--- src/hw/rtl/tvsp_pkg.sv ---
`timescale 1ns / 1ps
`default_nettype none
// ----------------------------------------------------------------------------
// tvsp_pkg
// Types and codes shared by the tagged value stream parser and its checker.
// ----------------------------------------------------------------------------
package tvsp_pkg;

  typedef enum logic [2:0] {
    PH_HEADER  = 3'd0,
    PH_TAGEXT  = 3'd1,
    PH_LENSEL  = 3'd2,
    PH_WIDE    = 3'd3,
    PH_CONTENT = 3'd4
  } phase_t;

  localparam logic [2:0] ROLE_HEADER  = 3'd0;
  localparam logic [2:0] ROLE_TAGEXT  = 3'd1;
  localparam logic [2:0] ROLE_LENSEL  = 3'd2;
  localparam logic [2:0] ROLE_WIDE    = 3'd3;
  localparam logic [2:0] ROLE_CONTENT = 3'd4;

  localparam logic [1:0] KIND_PRIM  = 2'd0;
  localparam logic [1:0] KIND_OPEN  = 2'd1;
  localparam logic [1:0] KIND_CLOSE = 2'd2;
  localparam logic [1:0] KIND_BOOL  = 2'd3;

  localparam logic [2:0] ERR_NONE      = 3'd0;
  localparam logic [2:0] ERR_INVALID   = 3'd1;
  localparam logic [2:0] ERR_MISMATCH  = 3'd2;
  localparam logic [2:0] ERR_UNMATCHED = 3'd3;
  localparam logic [2:0] ERR_OVERFLOW  = 3'd4;

  localparam logic [2:0] LVT_WIDE_LEN = 3'b101;
  localparam logic [2:0] LVT_OPEN     = 3'b110;
  localparam logic [2:0] LVT_CLOSE    = 3'b111;
  localparam logic [2:0] LVT_TRUE     = 3'b001;
  localparam logic [3:0] TAG_EXTENDED = 4'b1111;
  localparam logic [3:0] TAG_APP_MAX  = 4'd12;
  localparam logic [7:0] TAG_BOOLEAN  = 8'd1;
  localparam logic [7:0] EXT_TAG_BAD  = 8'hFF;
  localparam logic [7:0] LEN_SEL_2    = 8'hFE;
  localparam logic [7:0] LEN_SEL_4    = 8'hFF;

  typedef struct packed {
    logic [7:0] data_byte;
    logic       frame_start;
  } in_req_t;

  typedef struct packed {
    logic [2:0]  byte_role;
    logic [7:0]  tag_number;
    logic        is_context;
    logic [1:0]  item_kind;
    logic        bool_value;
    logic [31:0] value_length;
    logic        header_done;
    logic        item_done;
    logic [4:0]  nest_depth;
    logic [2:0]  error_code;
  } out_rsp_t;

endpackage
`default_nettype wire

--- src/hw/rtl/tagged_value_stream_parser_unit.sv ---
`timescale 1ns / 1ps
`default_nettype none
// ----------------------------------------------------------------------------
// tagged_value_stream_parser_unit
// Byte-wise tag/length decoder with an open-tag stack held in a synchronous RAM.
// ----------------------------------------------------------------------------
// the result of an accepted input request is registered in the output register, or in the skid when the output stalls
// throughput: one byte per cycle while in_stall is low; the stack top is read ahead from the
//   RAM with write-to-read forwarding, so back-to-back opens and closes run freely
// a two-entry output buffer (output register plus skid) keeps in_stall registered
// reset: synchronous, active low; clears parser state, depth, error and the output buffer; the stack
//   RAM is not cleared and only entries pushed since the last restart are used as the top
module tagged_value_stream_parser_unit
  import tvsp_pkg::*;
#(
  parameter int NEST_DEPTH = 16
) (
  input  wire      clk,
  input  wire      rst_n,
  input  wire      in_valid,
  output logic     in_stall,
  input  in_req_t  in_data,
  output logic     out_valid,
  input  wire      out_stall,
  output out_rsp_t out_data
);

  localparam int DW = $clog2(NEST_DEPTH + 1);
  localparam int AW = (NEST_DEPTH > 1) ? $clog2(NEST_DEPTH) : 1;

  // parser state
  phase_t      ph_r, ph_nxt;
  logic [7:0]  hdr_r, hdr_nxt;
  logic [7:0]  ctag_r, ctag_nxt;
  logic [31:0] lacc_r, lacc_nxt;
  logic [31:0] bleft_r, bleft_nxt;
  logic [1:0]  wcnt_r, wcnt_nxt;
  logic [DW-1:0] depth_r, depth_nxt;
  logic [2:0]  err_r, err_nxt;

  // stack ram
  logic [7:0]    stack_mem [NEST_DEPTH];
  logic [7:0]    top_r;
  logic [AW-1:0] rd_addr;
  logic          wr_en;
  logic [AW-1:0] wr_addr;
  logic [7:0]    wr_data;

  // output buffer
  out_rsp_t out_r, skid_r;
  logic     out_v_r, skid_v_r;

  logic     accept, out_take;
  out_rsp_t res;

  // effective state after an optional frame restart
  phase_t      ph_e;
  logic [7:0]  hdr_e, ctag_e;
  logic [31:0] lacc_e, bleft_e, bleft_dec;
  logic [1:0]  wcnt_e;
  logic [DW-1:0] depth_e, depth_state;
  logic [2:0]  err_e;
  logic [7:0]  b;
  logic        do_after, do_start, push;
  logic [31:0] start_len;
  logic [2:0]  lvt;
  logic        ctx;

  assign accept   = in_valid && !skid_v_r;
  assign out_take = out_v_r && !out_stall;
  assign in_stall = skid_v_r;
  assign out_valid = out_v_r;
  assign out_data  = out_r;

  always_comb begin
    b       = in_data.data_byte;
    ph_e    = in_data.frame_start ? PH_HEADER : ph_r;
    hdr_e   = in_data.frame_start ? 8'd0 : hdr_r;
    ctag_e  = in_data.frame_start ? 8'd0 : ctag_r;
    lacc_e  = in_data.frame_start ? 32'd0 : lacc_r;
    bleft_e = in_data.frame_start ? 32'd0 : bleft_r;
    wcnt_e  = in_data.frame_start ? 2'd0 : wcnt_r;
    depth_e = in_data.frame_start ? '0 : depth_r;
    err_e   = in_data.frame_start ? ERR_NONE : err_r;

    ph_nxt    = ph_e;
    hdr_nxt   = hdr_e;
    ctag_nxt  = ctag_e;
    lacc_nxt  = lacc_e;
    bleft_nxt = bleft_e;
    wcnt_nxt  = wcnt_e;
    depth_nxt = depth_e;
    err_nxt   = err_e;

    res       = '0;
    do_after  = 1'b0;
    do_start  = 1'b0;
    push      = 1'b0;
    start_len = 32'd0;
    bleft_dec = (bleft_e != 32'd0) ? (bleft_e - 32'd1) : 32'd0;

    if (err_e == ERR_NONE) begin
      case (ph_e)
        PH_HEADER: begin
          hdr_nxt        = b;
          ctag_nxt       = {4'd0, b[7:4]};
          res.byte_role  = ROLE_HEADER;
          res.tag_number = {4'd0, b[7:4]};
          res.is_context = b[3];
          if (b[3]) begin
            if (b[7:4] == TAG_EXTENDED) ph_nxt = PH_TAGEXT;
            else do_after = 1'b1;
          end else if (b[7:4] > TAG_APP_MAX) begin
            err_nxt = ERR_INVALID;
            ph_nxt  = PH_HEADER;
          end else begin
            do_after = 1'b1;
          end
        end
        PH_TAGEXT: begin
          ctag_nxt       = b;
          res.byte_role  = ROLE_TAGEXT;
          res.tag_number = b;
          res.is_context = 1'b1;
          if (b == EXT_TAG_BAD) begin
            err_nxt = ERR_INVALID;
            ph_nxt  = PH_HEADER;
          end else begin
            do_after = 1'b1;
          end
        end
        PH_LENSEL: begin
          res.byte_role  = ROLE_LENSEL;
          res.tag_number = ctag_e;
          res.is_context = hdr_e[3];
          if (b == LEN_SEL_2 || b == LEN_SEL_4) begin
            wcnt_nxt = (b == LEN_SEL_2) ? 2'd1 : 2'd3;
            lacc_nxt = 32'd0;
            ph_nxt   = PH_WIDE;
          end else begin
            do_start  = 1'b1;
            start_len = {24'd0, b};
          end
        end
        PH_WIDE: begin
          res.byte_role  = ROLE_WIDE;
          res.tag_number = ctag_e;
          res.is_context = hdr_e[3];
          lacc_nxt       = {lacc_e[23:0], b};
          if (wcnt_e == 2'd0) begin
            do_start  = 1'b1;
            start_len = {lacc_e[23:0], b};
          end else begin
            wcnt_nxt = wcnt_e - 2'd1;
          end
        end
        default: begin
          res.byte_role    = ROLE_CONTENT;
          res.tag_number   = ctag_e;
          res.is_context   = hdr_e[3];
          res.value_length = lacc_e;
          bleft_nxt        = bleft_dec;
          if (bleft_dec == 32'd0) begin
            res.item_done = 1'b1;
            ph_nxt        = PH_HEADER;
          end
        end
      endcase
    end

    // tag number known: interpret the lvt field
    lvt = hdr_nxt[2:0];
    ctx = hdr_nxt[3];
    if (do_after) begin
      if (ctx && lvt == LVT_OPEN) begin
        res.item_kind = KIND_OPEN;
        ph_nxt        = PH_HEADER;
        if (depth_e >= DW'(NEST_DEPTH)) begin
          err_nxt = ERR_OVERFLOW;
        end else begin
          push            = 1'b1;
          depth_nxt       = depth_e + DW'(1);
          res.header_done = 1'b1;
          res.item_done   = 1'b1;
        end
      end else if (ctx && lvt == LVT_CLOSE) begin
        res.item_kind = KIND_CLOSE;
        ph_nxt        = PH_HEADER;
        if (depth_e == '0) begin
          err_nxt = ERR_UNMATCHED;
        end else if (top_r != ctag_nxt) begin
          err_nxt = ERR_MISMATCH;
        end else begin
          depth_nxt       = depth_e - DW'(1);
          res.header_done = 1'b1;
          res.item_done   = 1'b1;
        end
      end else if (!ctx && ctag_nxt == TAG_BOOLEAN) begin
        res.item_kind   = KIND_BOOL;
        res.bool_value  = (lvt == LVT_TRUE);
        res.header_done = 1'b1;
        res.item_done   = 1'b1;
        ph_nxt          = PH_HEADER;
      end else if (lvt == LVT_WIDE_LEN) begin
        ph_nxt = PH_LENSEL;
      end else begin
        do_start  = 1'b1;
        start_len = {29'd0, lvt};
      end
    end

    if (do_start) begin
      lacc_nxt         = start_len;
      res.value_length = start_len;
      res.header_done  = 1'b1;
      if (start_len == 32'd0) begin
        res.item_done = 1'b1;
        ph_nxt        = PH_HEADER;
      end else begin
        bleft_nxt = start_len;
        ph_nxt    = PH_CONTENT;
      end
    end

    res.nest_depth = 5'(depth_nxt);
    res.error_code = err_nxt;

    wr_en       = accept && push;
    wr_addr     = depth_e[AW-1:0];
    wr_data     = ctag_nxt;
    depth_state = accept ? depth_nxt : depth_r;
    // address of the entry that will be on top next cycle
    rd_addr     = AW'(depth_state - DW'(1));
  end

  always_ff @(posedge clk) begin
    if (!rst_n) begin
      ph_r    <= PH_HEADER;
      hdr_r   <= 8'd0;
      ctag_r  <= 8'd0;
      lacc_r  <= 32'd0;
      bleft_r <= 32'd0;
      wcnt_r  <= 2'd0;
      depth_r <= '0;
      err_r   <= ERR_NONE;
    end else if (accept) begin
      ph_r    <= ph_nxt;
      hdr_r   <= hdr_nxt;
      ctag_r  <= ctag_nxt;
      lacc_r  <= lacc_nxt;
      bleft_r <= bleft_nxt;
      wcnt_r  <= wcnt_nxt;
      depth_r <= depth_nxt;
      err_r   <= err_nxt;
    end
  end

  // stack ram, top read ahead into top_r with forwarding of a same-entry push
  always_ff @(posedge clk) begin
    if (wr_en) begin
      stack_mem[wr_addr] <= wr_data;
    end
    if (wr_en && wr_addr == rd_addr) top_r <= wr_data;
    else top_r <= stack_mem[rd_addr];
  end

  // output register and skid stage
  always_ff @(posedge clk) begin
    if (!rst_n) begin
      out_v_r  <= 1'b0;
      skid_v_r <= 1'b0;
    end else if (skid_v_r) begin
      if (out_take) begin
        out_v_r  <= 1'b1;
        skid_v_r <= 1'b0;
      end
    end else if (accept) begin
      if (!out_v_r || out_take) out_v_r <= 1'b1;
      else skid_v_r <= 1'b1;
    end else if (out_take) begin
      out_v_r <= 1'b0;
    end
  end

  always_ff @(posedge clk) begin
    if (skid_v_r) begin
      if (out_take) out_r <= skid_r;
    end else if (accept) begin
      if (!out_v_r || out_take) out_r <= res;
      else skid_r <= res;
    end
  end

endmodule
`default_nettype wire

--- config.mk ---
export PLATFORM = sky130hd
export DESIGN_NAME = tagged_value_stream_parser_unit
export DESIGN_NICKNAME = d
export VERILOG_FILES = /design/src/hw/rtl/tvsp_pkg.sv /design/src/hw/rtl/tagged_value_stream_parser_unit.sv
export SDC_FILE = /design/constraint.sdc
export NUM_CORES = 1
export LEC_CHECK = 0
export BUFFER_PORTS_ARGS = -buffer_cell sky130_fd_sc_hd__buf_2
export CORE_ASPECT_RATIO = 1.25
export CORE_MARGIN = 4
export CORE_UTILIZATION = 38
export DETAILED_ROUTE_END_ITERATION = 16
export MAX_ROUTING_LAYER = met4
export PLACE_DENSITY = 0.52
export REMOVE_ABC_BUFFERS = 1
export SYNTH_ARGS = -nofsm -noshare
export SYNTH_HDL_FRONTEND = slang
export SYNTH_SLANG_ARGS = --single-unit
--- constraint.sdc ---
create_clock -name clk -period 5.8 [get_ports clk]
set_input_delay 0.87 -clock clk [delete_from_list [all_inputs] [get_ports clk]]
set_output_delay 0.87 -clock clk [all_outputs]
set_load 0.01 [all_outputs]
Word-level counts from Yosys, hierarchy flattened
Memory sizes are Yosys's and may differ from the RTL's. A register that Yosys moved wholly into a read port is not among the register bits.
Index checks and enable logic that the tools add are counted.
{"block": "totals", "ff_bits": 209, "latchBits": 0, "ram_bits": 128, "romBits": 0, "in_bits": 13, "out_inout_bits": 59, "wordCells": 203, "memories": 1}
{"block": "op_classes", "addsub": 5, "multipliers": 0, "n_div": 0, "order_cmp": 2, "eq_ne": 14, "shifts": 0, "muxes": 123, "bitwise": 2, "n_reduce_logical": 26}
{"memory": "stack_mem", "words": 16, "width": 8, "read_ports": 1, "rd_clocked_by_memory_dff": 1, "wr": 1, "line": "tagged_value_stream_parser_unit.sv:42", "source": "logic [7:0] stack_mem [NEST_DEPTH];"}
{"cell": "32-bit two-way mux", "n": 19}
{"cell": "57-bit two-way mux", "n": 4}
{"cell": "32-bit case mux with 2 select lines", "n": 2}
{"cell": "3-bit two-way mux", "n": 28}
{"cell": "32-bit logical NOT", "n": 2}
{"cell": "8-bit two-way mux", "n": 6}
{"cell": "12-bit case mux with 4 select lines", "n": 1}
{"cell": "5-bit two-way mux", "n": 8}
{"cell": "34-bit two-way mux", "n": 1}
{"cell": "1-bit two-way mux", "n": 33}
{"cell": "32-bit nonzero test", "n": 1}
{"cell": "32-bit by 1-bit subtractor with 32-bit output (second input constant)", "n": 1}
{"cell": "2-bit two-way mux", "n": 14}
{"cell": "8-bit == test (second input constant)", "n": 2}
{"cell": "8-bit case mux with 2 select lines", "n": 1}
{"cell": "12-bit two-way mux", "n": 1}
{"cell": "3-bit case mux with 4 select lines", "n": 1}
{"cell": "3-bit == test (second input constant)", "n": 3}
{"cell": "3-bit AND reduction", "n": 3}
{"cell": "8-bit by 1-bit == test with 1-bit output (second input constant)", "n": 1}
{"cell": "8-bit != test", "n": 1}
{"cell": "3-bit by 1-bit == test with 1-bit output (second input constant)", "n": 2}
{"cell": "3-bit by 2-bit == test with 1-bit output (second input constant)", "n": 2}
{"cell": "1-bit logical AND", "n": 6}
{"cell": "other kinds (20)", "n": 29}

Depth between registers and ports, before layout
{"block": "logic_depth", "word_depth": 17, "mapped_depth": 17, "ltp_nobuf": 13}

Worst setup path after synthesis
No wires, ideal clock.
{"block": "synth_path", "path_type": "input port to flip-flop", "start": "input port in_valid", "end": "register out_r, in the netlist out_data[0], enable pin", "setup_time_ps": 491, "arrival_ps": 4723, "required_ps": 5309, "setup_slack_ps": 586, "path_stages": 6, "n_path_buf": 3, "cell_sequence": "nor2b_1 clkbuf_1 clkbuf_1 clkbuf_1 a21oi_1 a21oi_1"}
{"block": "synth_via", "elab_chain_cells": 3}
{"item": "start, declared", "line": "tagged_value_stream_parser_unit.sv:20", "source": "input wire in_valid,"}
{"item": "1-bit logical AND", "line": "tagged_value_stream_parser_unit.sv:69", "source": "assign accept = in_valid && !skid_v_r;"}
{"item": "2-bit nonzero test (no source line)"}
{"item": "3-bit AND reduction (no source line)"}
{"item": "end signal, assigned", "line": "tagged_value_stream_parser_unit.sv:287", "source": "if (out_take) out_r <= skid_r;"}
{"item": "end signal, assigned", "line": "tagged_value_stream_parser_unit.sv:289", "source": "if (!out_v_r || out_take) out_r <= res;"}
{"item": "end, declared", "line": "tagged_value_stream_parser_unit.sv:50", "source": "out_rsp_t out_r, skid_r;"}
No other way between the ends.
A chain may end at the register's enable or synchronous reset.

Worst setup path after layout
{"block": "layout_path", "start": "register ph_r[0]", "end": "register bleft_r[12]"}
{"block": "layout_via", "elab_chain_cells": 13, "word_cells_on_any_way": 39, "cone_classes": "eq/ne (7); mux (25); reduce/logical (7)"}
{"item": "start, declared", "line": "tagged_value_stream_parser_unit.sv:32", "source": "phase_t ph_r, ph_nxt;"}
{"item": "start signal, assigned", "line": "tagged_value_stream_parser_unit.sv:247", "source": "ph_r <= ph_nxt;"}
{"item": "3-bit two-way mux *", "line": "tagged_value_stream_parser_unit.sv:77", "source": "ph_e = in_data.frame_start ? PH_HEADER : ph_r;"}
{"item": "3-bit by 1-bit == test with 1-bit output / 3-bit logical NOT (equally long branches)", "line": "tagged_value_stream_parser_unit.sv:103", "source": "case (ph_e)"}
{"item": "8-bit case mux with 2 select lines / 8-bit two-way mux (equally long branches)", "line": "tagged_value_stream_parser_unit.sv:103"}
{"item": "8-bit two-way mux", "line": "tagged_value_stream_parser_unit.sv:102", "source": "if (err_e == ERR_NONE) begin"}
{"item": "8-bit by 1-bit == test with 1-bit output, or another cell as far along", "line": "tagged_value_stream_parser_unit.sv:198", "source": "end else if (!ctx && ctag_nxt == TAG_BOOLEAN) begin"}
{"item": "1-bit logical AND / 32-bit two-way mux (equally long branches)", "line": "tagged_value_stream_parser_unit.sv:198, tagged_value_stream_parser_unit.sv:204"}
{"item": "32-bit two-way mux", "line": "tagged_value_stream_parser_unit.sv:198"}
{"item": "32-bit two-way mux", "line": "tagged_value_stream_parser_unit.sv:186", "source": "end else if (ctx && lvt == LVT_CLOSE) begin"}
{"item": "32-bit two-way mux", "line": "tagged_value_stream_parser_unit.sv:175", "source": "if (ctx && lvt == LVT_OPEN) begin"}
{"item": "32-bit two-way mux", "line": "tagged_value_stream_parser_unit.sv:174", "source": "if (do_after) begin"}
{"item": "32-bit logical NOT", "line": "tagged_value_stream_parser_unit.sv:216", "source": "if (start_len == 32'd0) begin"}
{"item": "32-bit two-way mux", "line": "tagged_value_stream_parser_unit.sv:216"}
{"item": "32-bit two-way mux *", "line": "tagged_value_stream_parser_unit.sv:212", "source": "if (do_start) begin"}
{"item": "end signal, assigned", "line": "tagged_value_stream_parser_unit.sv:251", "source": "bleft_r <= bleft_nxt;"}
{"item": "end, declared", "line": "tagged_value_stream_parser_unit.sv:36", "source": "logic [31:0] bleft_r, bleft_nxt;"}
Every way passes the cells marked *; elsewhere a longest branch is shown, timed or not.

==> impl.org <==
** STA
- The smallest clock period supported by the final layout is computed as ~4.2 ns.
- Setup violations remaining at the end of the flow were counted as 0.
- Maximum clock frequency :: between 0.2 and 0.25 GHz
- Setup repair after global routing missed its margin :: no
- Measured against its own limit, the worst slew margin works out to 0.336.
- Worst clock skew on the final layout :: roughly 0.016 ns
- Final hold violations :: 0
- In the final timing run, aggregate negative setup slack is 0 ns.
- Final-report max-slew violation count :: 0
- In the finished design, the share of the clock period the worst path needs comes to 0.724.
- For the pin with the worst max-slew slack, the measured transition is around 1.0 ns.

** Floorplan
- The core region is approximately 42,000 um^2.
- In this run the core area contains 84 standard-cell rows.
- The floorplan step defined a die boundary enclosing approximately 46,000 um^2.
- From bottom edge to top edge, the die measures 239 um.
- Horizontal die dimension :: a little under 200 um
- The initial utilization of the core area, before any placement, comes to 0.384.
- 72 I/O pins were placed.

** Clock network
- Number of instances resized during post-cts repair :: 0
- The cell sitting at the root of the clock tree is a sky130_fd_sc_hd__clkbuf_16.
- Source-to-sink clock delay at the later pin of the worst-skew pair :: roughly 0.54 ns
- Number of buffers added for setup after CTS :: 0
- Hold repair after CTS inserted 0 buffers.
- H-tree levels :: 2
- TritonCTS built the clock tree.
- After clock tree synthesis, the clock-pin slew on the worst setup and hold paths is 0.06 ns.
- Counting every sink on the clock net gives 337.
- Maximum clock insertion buffer count :: 3
- Buffers inserted during clock tree synthesis total 37.

** Global route
- Pin count of the biggest net entering global routing :: approximately 80
- GRT Total Usage :: 0.211
- The number of antenna violations at the first check in global routing came to 0.
- The via count of the first global-routing pass was ~12k.
- The first global-routing pass estimated roughly 73,000 um of wire.
- Total grt overflow :: 0

** Place
- Once detailed placement completed, the half-perimeter wirelength came to between 30,000 and 40,000 um.
- Standard cell area after detailed placement :: 17,100 um^2
- Gp weighted congestion :: between 0.9 and 1
- Input and output buffers added on the ports amount to between 70 and 80.

** Detailed routing
- Detail-routed net length per standard cell :: 23.1 um
- The final layout contains routed wiring with a total length of 47,200 um.
- The detail route stage leaves a number of antenna-violating nets equal to 0.
- Vias :: 11.8k
- In the routed design, unresolved DRC markers number 0.
- TritonRoute pass-1 iters :: 6
- Drt via density :: 5.78
- For this block, the initial DRC count from the detailed router was roughly 1.1k.

** Finish
- For this run, the post-layout net count is between 1k and 1.5k.
- Area growth, synth to finish :: 13.2%
- At the end of the flow the core is filled with cells to 0.435.
- Most frequent standard cell in the layout excluding fill and tap cells :: sky130_fd_sc_hd__edfxtp_1
- In the final layout, the share of cells above drive strength 1 is 0.180.
- Highest-count cells in the layout ignoring fill and taps :: sky130_fd_sc_hd__edfxtp_1 (242), sky130_fd_sc_hd__nor2_1 (122), sky130_fd_sc_hd__nand2_1 (107), sky130_fd_sc_hd__dfxtp_1 (94), sky130_fd_sc_hd__a21oi_1 (91)
- Diode count :: 0
- Post-route cell area :: between 15,000 and 20,000 um^2

** Yosys
- Cell type contributing the most total cell area after synthesis :: sky130_fd_sc_hd__edfxtp_1
- Number of synthesized flops with an enable pin :: around 240
- In the synthesized netlist, the number of instances is ~1.4k.
- Post-Synthesis Mean Instance Area :: ~11 um^2
- Area share of the largest cell type after synthesis :: 0.450
- In the synthesized netlist the async set-or-reset flop fraction comes to 0.
- Main area contributors after synthesis :: sky130_fd_sc_hd__edfxtp_1 (45%), sky130_fd_sc_hd__dfxtp_1 (12%), sky130_fd_sc_hd__mux2_2 (3.8%), sky130_fd_sc_hd__mux4_2 (3.6%), sky130_fd_sc_hd__a21oi_1 (2.8%)
- Synthesis Warnings :: 0
- Sequential fraction of the synthesis area :: 0.567
- Flops & latches, synth :: about 340
- Synth Cell Area :: about 16,000 um^2
- Number of different library cells in the post-synthesis netlist :: 80
- Dominant synthesized flop cell :: sky130_fd_sc_hd__edfxtp_1

** Min path
- The path class of the tightest hold or removal check is reg -> reg.

** Power
- Worst voltage drop across the vdd grid :: around 0.00024 V
- Power density over cell area :: between 300 and 400 nW/um^2
- Leakage power summed over all cells :: 0.00648 uW

** Worst setup path
- Sort of element at the end of the critical path :: flip-flop
- Crit path max-delay cell type :: sky130_fd_sc_hd__dfxtp_1
- Worst-path maximum fanout :: 30
- Critical Path AT :: approximately 4.7 ns
- In this design, the stage delay of the slowest critical-path cell is slightly above 0.9 ns.
- Worst Setup Path Type :: reg -> reg
- CP Cell Sequence :: inv_1, a31oi_1, mux2_2, and2_1, o31a_4, a32oi_2, nor3b_4, and2_4, a22oi_1, a21oi_1
- At the worst endpoint, the required time is ~6.3 ns.
- The worst setup path is launched from a flip-flop.

** Run status
- The flow ran to the end, and the final reports show no timing, DRC or antenna violations.

** Flow run
- Max-cap violations in this run came to 0.
[Yosys cell counts (14+ instances only)]
cell type                    n
sky130_fd_sc_hd__a31oi_1    14
sky130_fd_sc_hd__dfxtp_1    95
sky130_fd_sc_hd__nor4_1     21
sky130_fd_sc_hd__clkbuf_1   82
sky130_fd_sc_hd__nand3_1    26
sky130_fd_sc_hd__nor2_1    122
sky130_fd_sc_hd__mux4_2     26
sky130_fd_sc_hd__nor2b_1    22
sky130_fd_sc_hd__o31ai_1    16
sky130_fd_sc_hd__a22oi_1    47
sky130_fd_sc_hd__and2_1     25
sky130_fd_sc_hd__nand2_1   107
sky130_fd_sc_hd__o21ai_0    90
sky130_fd_sc_hd__nor3_1     42
sky130_fd_sc_hd__a21oi_1    92
sky130_fd_sc_hd__mux2i_1    20
sky130_fd_sc_hd__a22o_1     38
sky130_fd_sc_hd__mux2_2     55
sky130_fd_sc_hd__edfxtp_1  242
[per-stage QoR]
stage / worst slack [ns] / power [uW] / hold WS [ns] / std cells
finish: 1.60 / 6130 / 0.472 / 2045
global route: 1.21 / 6370 / 0.499 / 2045
CTS: 1.52 / 6190 / 0.471 / 2045
detailed placement: 1.34 / 3800 / 0.464 / 1977
global placement: 1.42 / 3790 / 0.456 / 1977
floorplan: -1.36 / 3430 / 0.441 / 1313
[report_power, final]
part | internal, uW | total, uW | switching [uW]
Combinational | 350 | 944 | 594
Clock | 1410 | 2380 | 975
Sequential | 2690 | 2800 | 110
[cell families (layout without fill, tap and decap cells)]
logic type               Yosys count  in the layout  share of synthesized area
adder cells (fa/ha/maj)            7              7                    0.00542
flip-flops                       337            337                      0.567
AO/OA/AOI/OAI                    392            392                      0.162
XOR/XNOR                          21             21                     0.0114
buffers and inverters            121            187                     0.0305
multiplexers                     101            101                     0.0870
AND/OR/NAND/NOR                  441            441                      0.136
[per-layer routing]
| layer | vias up | track usage | share of wire |
|---|---|---|---|
| li1 | 5527 | - | - |
| met1 | 5899 | 0.235 | 0.38 |
| met2 | 296 | 0.383 | 0.55 |
| met3 | 106 | 0.0272 | 0.035 |
| met4 | 0 | 0.0791 | 0.037 |
| met5 | - | - | 0 |
[state kept, by name, summed over array words and instances, names as in the netlist, 4 cells and up, named ones only]
register / flops
stack_mem: 128
out_data: 57
depth_r: 5
ctag_r: 8
lacc_r: 32
bleft_r: 32
skid_r: 57
hdr_r: 4
[layout make-up]
| cell class | instances | area [um^2] |
|---|---|---|
| fillers | 4030 | 23800 |
| flip-flops and latches | 337 | 9170 |
| multi-input cells | 962 | 6530 |
| clock buffers | 51 | 1040 |
| well taps | 559 | 699 |
| repair buffers | 105 | 611 |
| clock inverters | 17 | 188 |
| inverters | 14 | 52.6 |
[final timing paths]
| path | startpoint | endpoint | slack [ns] | cells past startpoint |
|---|---|---|---|---|
| setup / recovery | ph_r[0] | bleft_r[12] | 1.60 | 10 |
| hold / removal | ctag_r[4] | ctag_r[4] | 0.47 | 2 |
| setup reg to reg | ph_r[0] | bleft_r[12] | 1.60 | 10 |
| hold reg to reg | ctag_r[4] | ctag_r[4] | 0.47 | 2 |
[critical path, delay by kind of cell (launching register included)]
family                 cells  cell delay [ns]
AO/OA/AOI/OAI              5             1.41
AND/OR/NAND/NOR            3             0.97
flip-flops                 1             0.92
multiplexers               1             0.50
buffers and inverters      1             0.30
Power figures use the tool's default switching activity.
